<file path="src/rtl/cth_pkg.sv">
// ---------------------------------------------------------------------------
// cth_pkg - shared types for the countdown timer
// command and mode codes, the h/m/s time record and the 60-way split helper
// ---------------------------------------------------------------------------
package cth_pkg;

  localparam int unsigned TpsWidth   = 10;
  localparam int unsigned SubWidth   = 10;
  localparam int unsigned HoursWidth = 9;
  localparam int unsigned SexaWidth  = 6;
  localparam int unsigned InWidth    = 8;

  localparam logic [TpsWidth-1:0] TpsReset = TpsWidth'(1000);
  localparam logic [SexaWidth-1:0] SexaMax = SexaWidth'(59);

  typedef enum logic [2:0] {
    CMD_TICK   = 3'd0,
    CMD_START  = 3'd1,
    CMD_PAUSE  = 3'd2,
    CMD_RESUME = 3'd3,
    CMD_RESET  = 3'd4
  } cmd_e;

  typedef enum logic [1:0] {
    MODE_IDLE     = 2'd0,
    MODE_RUNNING  = 2'd1,
    MODE_PAUSED   = 2'd2,
    MODE_FINISHED = 2'd3
  } mode_e;

  typedef struct packed {
    logic [HoursWidth-1:0] hours;
    logic [SexaWidth-1:0]  minutes;
    logic [SexaWidth-1:0]  seconds;
  } hms_t;

  typedef struct packed {
    mode_e mode;
    hms_t  left;
  } result_t;

  typedef struct packed {
    logic [2:0]           quot;
    logic [SexaWidth-1:0] rem;
  } divmod60_t;

  // split a value below 300 into multiples of sixty and a remainder
  function automatic divmod60_t divmod60(input logic [HoursWidth-1:0] x);
    divmod60_t r;
    priority if (x >= HoursWidth'(240)) begin
      r.quot = 3'd4;
      r.rem  = SexaWidth'(x - HoursWidth'(240));
    end else if (x >= HoursWidth'(180)) begin
      r.quot = 3'd3;
      r.rem  = SexaWidth'(x - HoursWidth'(180));
    end else if (x >= HoursWidth'(120)) begin
      r.quot = 3'd2;
      r.rem  = SexaWidth'(x - HoursWidth'(120));
    end else if (x >= HoursWidth'(60)) begin
      r.quot = 3'd1;
      r.rem  = SexaWidth'(x - HoursWidth'(60));
    end else begin
      r.quot = 3'd0;
      r.rem  = SexaWidth'(x);
    end
    return r;
  endfunction

endpackage

</file>
<file path="src/rtl/cth_core.sv">
// ---------------------------------------------------------------------------
// cth_core - timer state and per-beat update
// holds mode, loaded and remaining time in h/m/s form, sub-second count and
// the ticks-per-second register; gives the post-update result combinationally
// ---------------------------------------------------------------------------
module cth_core import cth_pkg::*; (
  input  logic                  clk_i,
  input  logic                  rst_ni,
  input  logic                  cfg_we_i,
  input  logic [TpsWidth-1:0]   cfg_wdata_i,
  input  logic                  accept_i,
  input  logic [2:0]            command_i,
  input  logic [InWidth-1:0]    start_hours_i,
  input  logic [InWidth-1:0]    start_minutes_i,
  input  logic [InWidth-1:0]    start_seconds_i,
  output result_t               result_o
);

  mode_e               mode_q, mode_d;
  hms_t                loaded_q, loaded_d;
  hms_t                remain_q, remain_d;
  logic [SubWidth-1:0] sub_q, sub_d;
  logic [TpsWidth-1:0] tps_q;

  logic [SubWidth:0]   sub_inc;
  logic                sec_done;
  hms_t                remain_dec;
  logic                dec_zero;
  hms_t                start_hms;
  logic                start_zero;
  divmod60_t           sec_split;
  divmod60_t           min_split;
  logic [HoursWidth-1:0] min_sum;

  // the extra bit keeps a count of 1023 from wrapping to 0, so it still ends the second
  assign sub_inc  = {1'b0, sub_q} + (SubWidth+1)'(1);
  assign sec_done = sub_inc >= {1'b0, tps_q};

  // one-second borrow chain, stays at zero
  always_comb begin
    remain_dec = remain_q;
    if (remain_q.seconds != '0) begin
      remain_dec.seconds = remain_q.seconds - SexaWidth'(1);
    end else if (remain_q.minutes != '0) begin
      remain_dec.minutes = remain_q.minutes - SexaWidth'(1);
      remain_dec.seconds = SexaMax;
    end else if (remain_q.hours != '0) begin
      remain_dec.hours   = remain_q.hours - HoursWidth'(1);
      remain_dec.minutes = SexaMax;
      remain_dec.seconds = SexaMax;
    end
  end

  assign dec_zero = (remain_dec == '0);

  // normalize start fields, minutes and seconds may exceed 59
  assign sec_split = divmod60({1'b0, start_seconds_i});
  assign min_sum   = {1'b0, start_minutes_i} + HoursWidth'(sec_split.quot);
  assign min_split = divmod60(min_sum);

  always_comb begin
    start_hms.hours   = {1'b0, start_hours_i} + HoursWidth'(min_split.quot);
    start_hms.minutes = min_split.rem;
    start_hms.seconds = sec_split.rem;
  end

  assign start_zero = (start_hms == '0);

  always_comb begin
    mode_d   = mode_q;
    loaded_d = loaded_q;
    remain_d = remain_q;
    sub_d    = sub_q;
    if (accept_i) begin
      unique case (command_i)
        CMD_TICK: begin
          if (mode_q == MODE_RUNNING) begin
            if (sec_done) begin
              sub_d    = '0;
              remain_d = remain_dec;
              if (dec_zero) begin
                mode_d = MODE_FINISHED;
              end
            end else begin
              sub_d = sub_inc[SubWidth-1:0];
            end
          end
        end
        CMD_START: begin
          loaded_d = start_hms;
          remain_d = start_hms;
          sub_d    = '0;
          mode_d   = start_zero ? MODE_FINISHED : MODE_RUNNING;
        end
        CMD_PAUSE: begin
          if (mode_q == MODE_RUNNING) begin
            mode_d = MODE_PAUSED;
          end
        end
        CMD_RESUME: begin
          if (mode_q == MODE_PAUSED) begin
            sub_d  = '0;
            mode_d = MODE_RUNNING;
          end
        end
        CMD_RESET: begin
          remain_d = loaded_q;
          sub_d    = '0;
          mode_d   = MODE_IDLE;
        end
        default: begin
        end
      endcase
    end
  end

  always_ff @(posedge clk_i or negedge rst_ni) begin
    if (!rst_ni) begin
      mode_q   <= MODE_IDLE;
      loaded_q <= '0;
      remain_q <= '0;
      sub_q    <= '0;
    end else begin
      mode_q   <= mode_d;
      loaded_q <= loaded_d;
      remain_q <= remain_d;
      sub_q    <= sub_d;
    end
  end

  always_ff @(posedge clk_i or negedge rst_ni) begin
    if (!rst_ni) begin
      tps_q <= TpsReset;
    end else if (cfg_we_i) begin
      tps_q <= cfg_wdata_i;
    end
  end

  assign result_o.mode = mode_d;
  assign result_o.left = remain_d;

  // running always has time left
  a_running_nonzero: assert property (@(posedge clk_i) disable iff (!rst_ni)
    mode_q == MODE_RUNNING |-> remain_q != '0)
    else $error("running with no time left");

  // reset restores the loaded time
  a_reset_reload: assert property (@(posedge clk_i) disable iff (!rst_ni)
    accept_i && command_i == CMD_RESET |=> remain_q == loaded_q && mode_q == MODE_IDLE)
    else $error("reset did not reload the countdown");

  // a tick leaves the remaining time alone or takes off one second
  a_no_grow: assert property (@(posedge clk_i) disable iff (!rst_ni)
    accept_i && command_i == CMD_TICK |=> remain_q == $past(remain_q)
      || remain_q == $past(remain_dec))
    else $error("tick moved remaining time by more than one second");

endmodule

</file>
<file path="src/rtl/countdown_timer_hms.sv">
// ---------------------------------------------------------------------------
// countdown_timer_hms - command driven h/m/s countdown timer
// takes tick/start/pause/resume/reset beats and returns one status beat each
// ---------------------------------------------------------------------------
//   channel | handshake               | payload
//   --------+-------------------------+--------------------------------------
//   in      | in_valid_i / in_ready_o | command, start hours/minutes/seconds
//   out     | out_valid_o/out_ready_i | timer state, left hours/min/seconds
//   cfg     | cfg_we_i                | cfg_wdata_i = ticks per second
//
// one beat per cycle while in_ready_o is high; the result is registered and appears in the cycle after its input beat
// the only path is the state update into the output register
// in_ready_o is low only while a result waits and out_ready_i is low
// reset is asynchronous: mode idle, times zero, 1000 ticks per second
// ---------------------------------------------------------------------------
module countdown_timer_hms import cth_pkg::*; (
  input  logic                  clk_i,
  input  logic                  rst_ni,
  input  logic                  cfg_we_i,
  input  logic [TpsWidth-1:0]   cfg_wdata_i,
  input  logic                  in_valid_i,
  output logic                  in_ready_o,
  input  logic [2:0]            command_i,
  input  logic [InWidth-1:0]    start_hours_i,
  input  logic [InWidth-1:0]    start_minutes_i,
  input  logic [InWidth-1:0]    start_seconds_i,
  output logic                  out_valid_o,
  input  logic                  out_ready_i,
  output logic [1:0]            timer_state_o,
  output logic [HoursWidth-1:0] left_hours_o,
  output logic [SexaWidth-1:0]  left_minutes_o,
  output logic [SexaWidth-1:0]  left_seconds_o
);

  logic    accept;
  result_t next_res;
  result_t res_q;
  logic    out_valid_q, out_valid_d;

  assign in_ready_o = !out_valid_q || out_ready_i;
  assign accept     = in_valid_i && in_ready_o;

  cth_core u_core (
    .clk_i           (clk_i),
    .rst_ni          (rst_ni),
    .cfg_we_i        (cfg_we_i),
    .cfg_wdata_i     (cfg_wdata_i),
    .accept_i        (accept),
    .command_i       (command_i),
    .start_hours_i   (start_hours_i),
    .start_minutes_i (start_minutes_i),
    .start_seconds_i (start_seconds_i),
    .result_o        (next_res)
  );

  always_comb begin
    out_valid_d = out_valid_q;
    if (accept) begin
      out_valid_d = 1'b1;
    end else if (out_ready_i) begin
      out_valid_d = 1'b0;
    end
  end

  always_ff @(posedge clk_i or negedge rst_ni) begin
    if (!rst_ni) begin
      out_valid_q <= 1'b0;
    end else begin
      out_valid_q <= out_valid_d;
    end
  end

  always_ff @(posedge clk_i) begin
    if (accept) begin
      res_q <= next_res;
    end
  end

  assign out_valid_o    = out_valid_q;
  assign timer_state_o  = res_q.mode;
  assign left_hours_o   = res_q.left.hours;
  assign left_minutes_o = res_q.left.minutes;
  assign left_seconds_o = res_q.left.seconds;

  a_split_range: assert property (@(posedge clk_i) disable iff (!rst_ni)
    out_valid_o |-> left_minutes_o < SexaWidth'(60) && left_seconds_o < SexaWidth'(60))
    else $error("minutes or seconds out of range");

  a_zero_start: assert property (@(posedge clk_i) disable iff (!rst_ni)
    accept && command_i == CMD_START && start_hours_i == '0 && start_minutes_i == '0
      && start_seconds_i == '0 |=> timer_state_o == MODE_FINISHED)
    else $error("empty start did not finish");

endmodule
</file>
<file path="config.mk">
export PLATFORM = sky130hd
export DESIGN_NAME = countdown_timer_hms
export DESIGN_NICKNAME = d
export VERILOG_FILES = /design/src/rtl/cth_pkg.sv /design/src/rtl/cth_core.sv /design/src/rtl/countdown_timer_hms.sv
export SDC_FILE = /design/constraint.sdc
export NUM_CORES = 1
export LEC_CHECK = 0
export BUFFER_PORTS_ARGS = -buffer_cell sky130_fd_sc_hd__buf_2
export CAP_MARGIN = 15
export CORE_UTILIZATION = 50
export CTS_CLUSTER_DIAMETER = 50
export DETAILED_ROUTE_END_ITERATION = 8
export PLACE_DENSITY = 0.68
export REMOVE_ABC_BUFFERS = 1
export SYNTH_ARGS = -nofsm -noshare
export SYNTH_HDL_FRONTEND = slang
export SYNTH_SLANG_ARGS = --single-unit
</file>
<file path="constraint.sdc">
create_clock -name clk_i -period 6.75 [get_ports clk_i]
set_input_delay 0.3375 -clock clk_i [delete_from_list [all_inputs] [get_ports clk_i]]
set_output_delay 0.3375 -clock clk_i [all_outputs]
set_load 0.05 [all_outputs]
</file>
==> impl_metrics.env <==
export IMPL_fp_dieArea_mm2=0.0129
export IMPL_rr_worst_depth=14
export IMPL_die_h_um=113
export IMPL_async_flop_share=0.739
export IMPL_grt_usage=0.247
export IMPL_first_global_vias=5224
export IMPL_initial_core_util=0.515
export IMPL_cp_data_arrival_time_ns=6.51
export IMPL_crit_fanout=9
export IMPL_finalCritPeriodShare=0.932
export IMPL_critPathKind="input pin to register"
export IMPL_ys_warn_count=0
export IMPL_num_rows=40
export IMPL_ctsResizeCount=0
export IMPL_boundaryPins=67
export IMPL_cts_buffer_depth=2
export IMPL_yosysTopAreaCell="dfrtp_1"
export IMPL_cts_tree="done"
export IMPL_power_density_mw_per_mm2=240
export IMPL_fin_util=0.571
export IMPL_vias_per_cell=5.94
export IMPL_syn_area_mm2=0.00621
export IMPL_rsz0062_at_grt="no"
export IMPL_slowest_stage="or4_1"
export IMPL_drive_gt1_frac=0.199
export IMPL_met3_usage=0.0446
export IMPL_avgSynthCellArea_um2=9.30
export IMPL_firstDrtPassIters=8
export IMPL_dp_hpwl_mm=11.2
export IMPL_drc=0
export IMPL_fp_dieW_um=113
export IMPL_cp_required_ns=6.97
export IMPL_rrSetupSlack_ns=3.27
export IMPL_syn2layout_area_growth_pct=10.9
export IMPL_final_cells=897
export IMPL_gp_congestion=0.997
export IMPL_grt_pass1_wl_mm=25.1
export IMPL_cp_end_kind="register"
export IMPL_synth_most_common_cell="nand2_1"
export IMPL_diodes=0
export IMPL_io_buffers=66
export IMPL_finalClockSkew_ns=0.0107
export IMPL_grt_max_degree=66
export IMPL_finalSetupTns_ns=0
export IMPL_ys_flop_type="dfrtp_1"
export IMPL_ys_seq_area_frac=0.374
export IMPL_status="finished clean"
export IMPL_fmax_mhz=159
export IMPL_coreArea_mm2=0.0121
export IMPL_grt_util_met1=0.310
export IMPL_grt_antenna_before_repair=0
export IMPL_globalRoute_totalOverflow=0
export IMPL_ys_seq_elements=88
export IMPL_synth_edff_count=23
export IMPL_dr_total_vias=5327
export IMPL_tightest_slew_ns=1.05
export IMPL_syn_inst=668
export IMPL_drt_initial_drc_count=317
export IMPL_hold_class="input pin to async pin"
export IMPL_setup_violations=0
export IMPL_worstReg2RegStart="u_core.sub_q[2]"
export IMPL_met2_usage=0.424
export IMPL_ys_top_cells_by_area="dfrtp_1 (24%), edfxtp_1 (11%), ha_1 (7.2%)"
export IMPL_cts_buffers=9
export IMPL_peakVddDrop_mv=0.147
export IMPL_clkTransAtPathRegs_ns=0.07
export IMPL_root_buffer="clkbuf_16"
export IMPL_synth_cell_types=90
export IMPL_place_inst=881
export IMPL_clock_sinks=88
export IMPL_wirelength_mm=14.9
export IMPL_wl_per_cell_um=16.6
export IMPL_drv_slew=0
export IMPL_clk_latency_ns=0.35
export IMPL_cp_start_kind="input pin"
export IMPL_holdBufCountCts=0
export IMPL_maxCapViolCount=0
export IMPL_postCtsSetupBuffers=0
export IMPL_htree_levels=3
export IMPL_fin_nets=804
export IMPL_max_stage_delay_ns=0.42
export IMPL_crit_path_frequent_cell="inv_1"
export IMPL_reg2reg_to="left_hours_o[2]"
export IMPL_ant_nets=0
export IMPL_hold_viol_final=0
export IMPL_post_route_min_period_ns=6.29
export IMPL_synth_common_cells="nand2_1 (73), dfrtp_1 (59), o21ai_0 (47)"
export IMPL_relSlewSlack=0.300
export IMPL_busiest_layer="met2"
export IMPL_leakagePower_nw=3.01
export IMPL_synth_top_area_share=0.238
-- state kept, by name, summed over array words and instances, names as in the netlist --
signal and count:
u_core.tps_q 10, u_core.sub_q 10, timer_state_o 2, left_minutes_o 6, u_core.loaded_q 21, u_core.remain_q 21, out_valid_o 1, left_seconds_o 6
u_core.mode_q 2, left_hours_o 9
-- worst max-delay path by stage --
stage	start	slack [ns]	cells past startpoint	endpoint
after floorplan	start_seconds_i[4]	0.66	31	timer_state_o[1]
after global placement	start_seconds_i[4]	0.41	31	timer_state_o[1]
after detailed placement	start_seconds_i[4]	0.03	31	timer_state_o[1]
after CTS	start_seconds_i[4]	0.38	31	timer_state_o[1]
after global routing	start_seconds_i[3]	0.02	33	timer_state_o[1]
final	start_seconds_i[4]	0.46	31	timer_state_o[1]
-- power by group --
group | internal (mW) | switching, mW
Sequential | 0.633 | 0.0558
Clock | 0.253 | 0.219
Combinational | 0.185 | 0.306
Total | 1.07 | 0.580
-- metrics by stage --
| step | total power, mW | worst slack (ns) | hold WS, ns | area (um2) |
|---|---|---|---|---|
| after global placement | 1.17 | 0.406 | 0.463 | 6600 |
| after global routing | 1.75 | 0.0200 | 0.203 | 6890 |
| after CTS | 1.66 | 0.376 | 0.189 | 6880 |
| after floorplan | 1.04 | 0.663 | 0.0419 | 6010 |
| final | 1.65 | 0.461 | 0.171 | 6890 |
| after detailed placement | 1.18 | 0.0344 | 0.475 | 6600 |
-- worst max-delay path, delay by kind of cell --
kind	cells	cell delay (ns)
buffers and inverters	6	0.58
xor gates and xnor gates	2	0.50
AOI/OAI and AO/OA	9	1.67
and+or+nand+nor	9	2.05
adders and majority gates	5	1.34
-- cell usage in the layout (no fill, tap or decap), drive strengths merged, types with 4 or more instances in the layout --
| cell type | n |
|---|---|
| xnor2 | 18 |
| o31ai | 8 |
| nand4b | 5 |
| inv | 45 |
| and3 | 7 |
| nor3 | 19 |
| nand3 | 15 |
| edfxtp | 23 |
| nand2 | 75 |
| a21oi | 41 |
| o21ai | 56 |
| xor2 | 8 |
| a222oi | 7 |
| a22oi | 4 |
| clkbuf | 9 |
| a21o | 13 |
| clkinv | 4 |
| a211oi | 4 |
| dfrtp | 59 |
| dfstp | 6 |
| or3 | 5 |
| nor2 | 46 |
| buf | 72 |
| nand2b | 17 |
| o31a | 4 |
| mux2 | 21 |
| nor2b | 6 |
| a221oi | 10 |
| a31oi | 7 |
| and2 | 4 |
| ha | 36 |
| o221ai | 4 |
| mux2i | 5 |
| nor4 | 7 |
| nand4 | 5 |
-- final cells by class --
cell class                      count  area (um2)
Sequential cell                    88        2320
Fill cell                        1088        5170
Tap cell                          168         210
Timing Repair Buffer               72         375
Multi-Input combinational cell    510        3540
Clock inverter                      7        55.1
Inverter                           43         161
Clock buffer                        9         225
-- cell families after synthesis --
| family | Yosys count | synth area share |
|---|---|---|
| AOI/OAI and AO/OA | 194 | 0.213 |
| xor gates and xnor gates | 26 | 0.0391 |
| adders and majority gates | 38 | 0.0789 |
| buffers and inverters | 70 | 0.0592 |
| DFF | 88 | 0.374 |
| muxes | 26 | 0.0487 |
| and+or+nand+nor | 226 | 0.186 |
-- routing by layer --
metal  wire length [um]  up-vias
met5                  0        -
met3                740       23
met1               6570     2572
met2               7350      165
met4                258        0
li1                   -     2567
No activity file was read; power rests on OpenSTA's default activity.
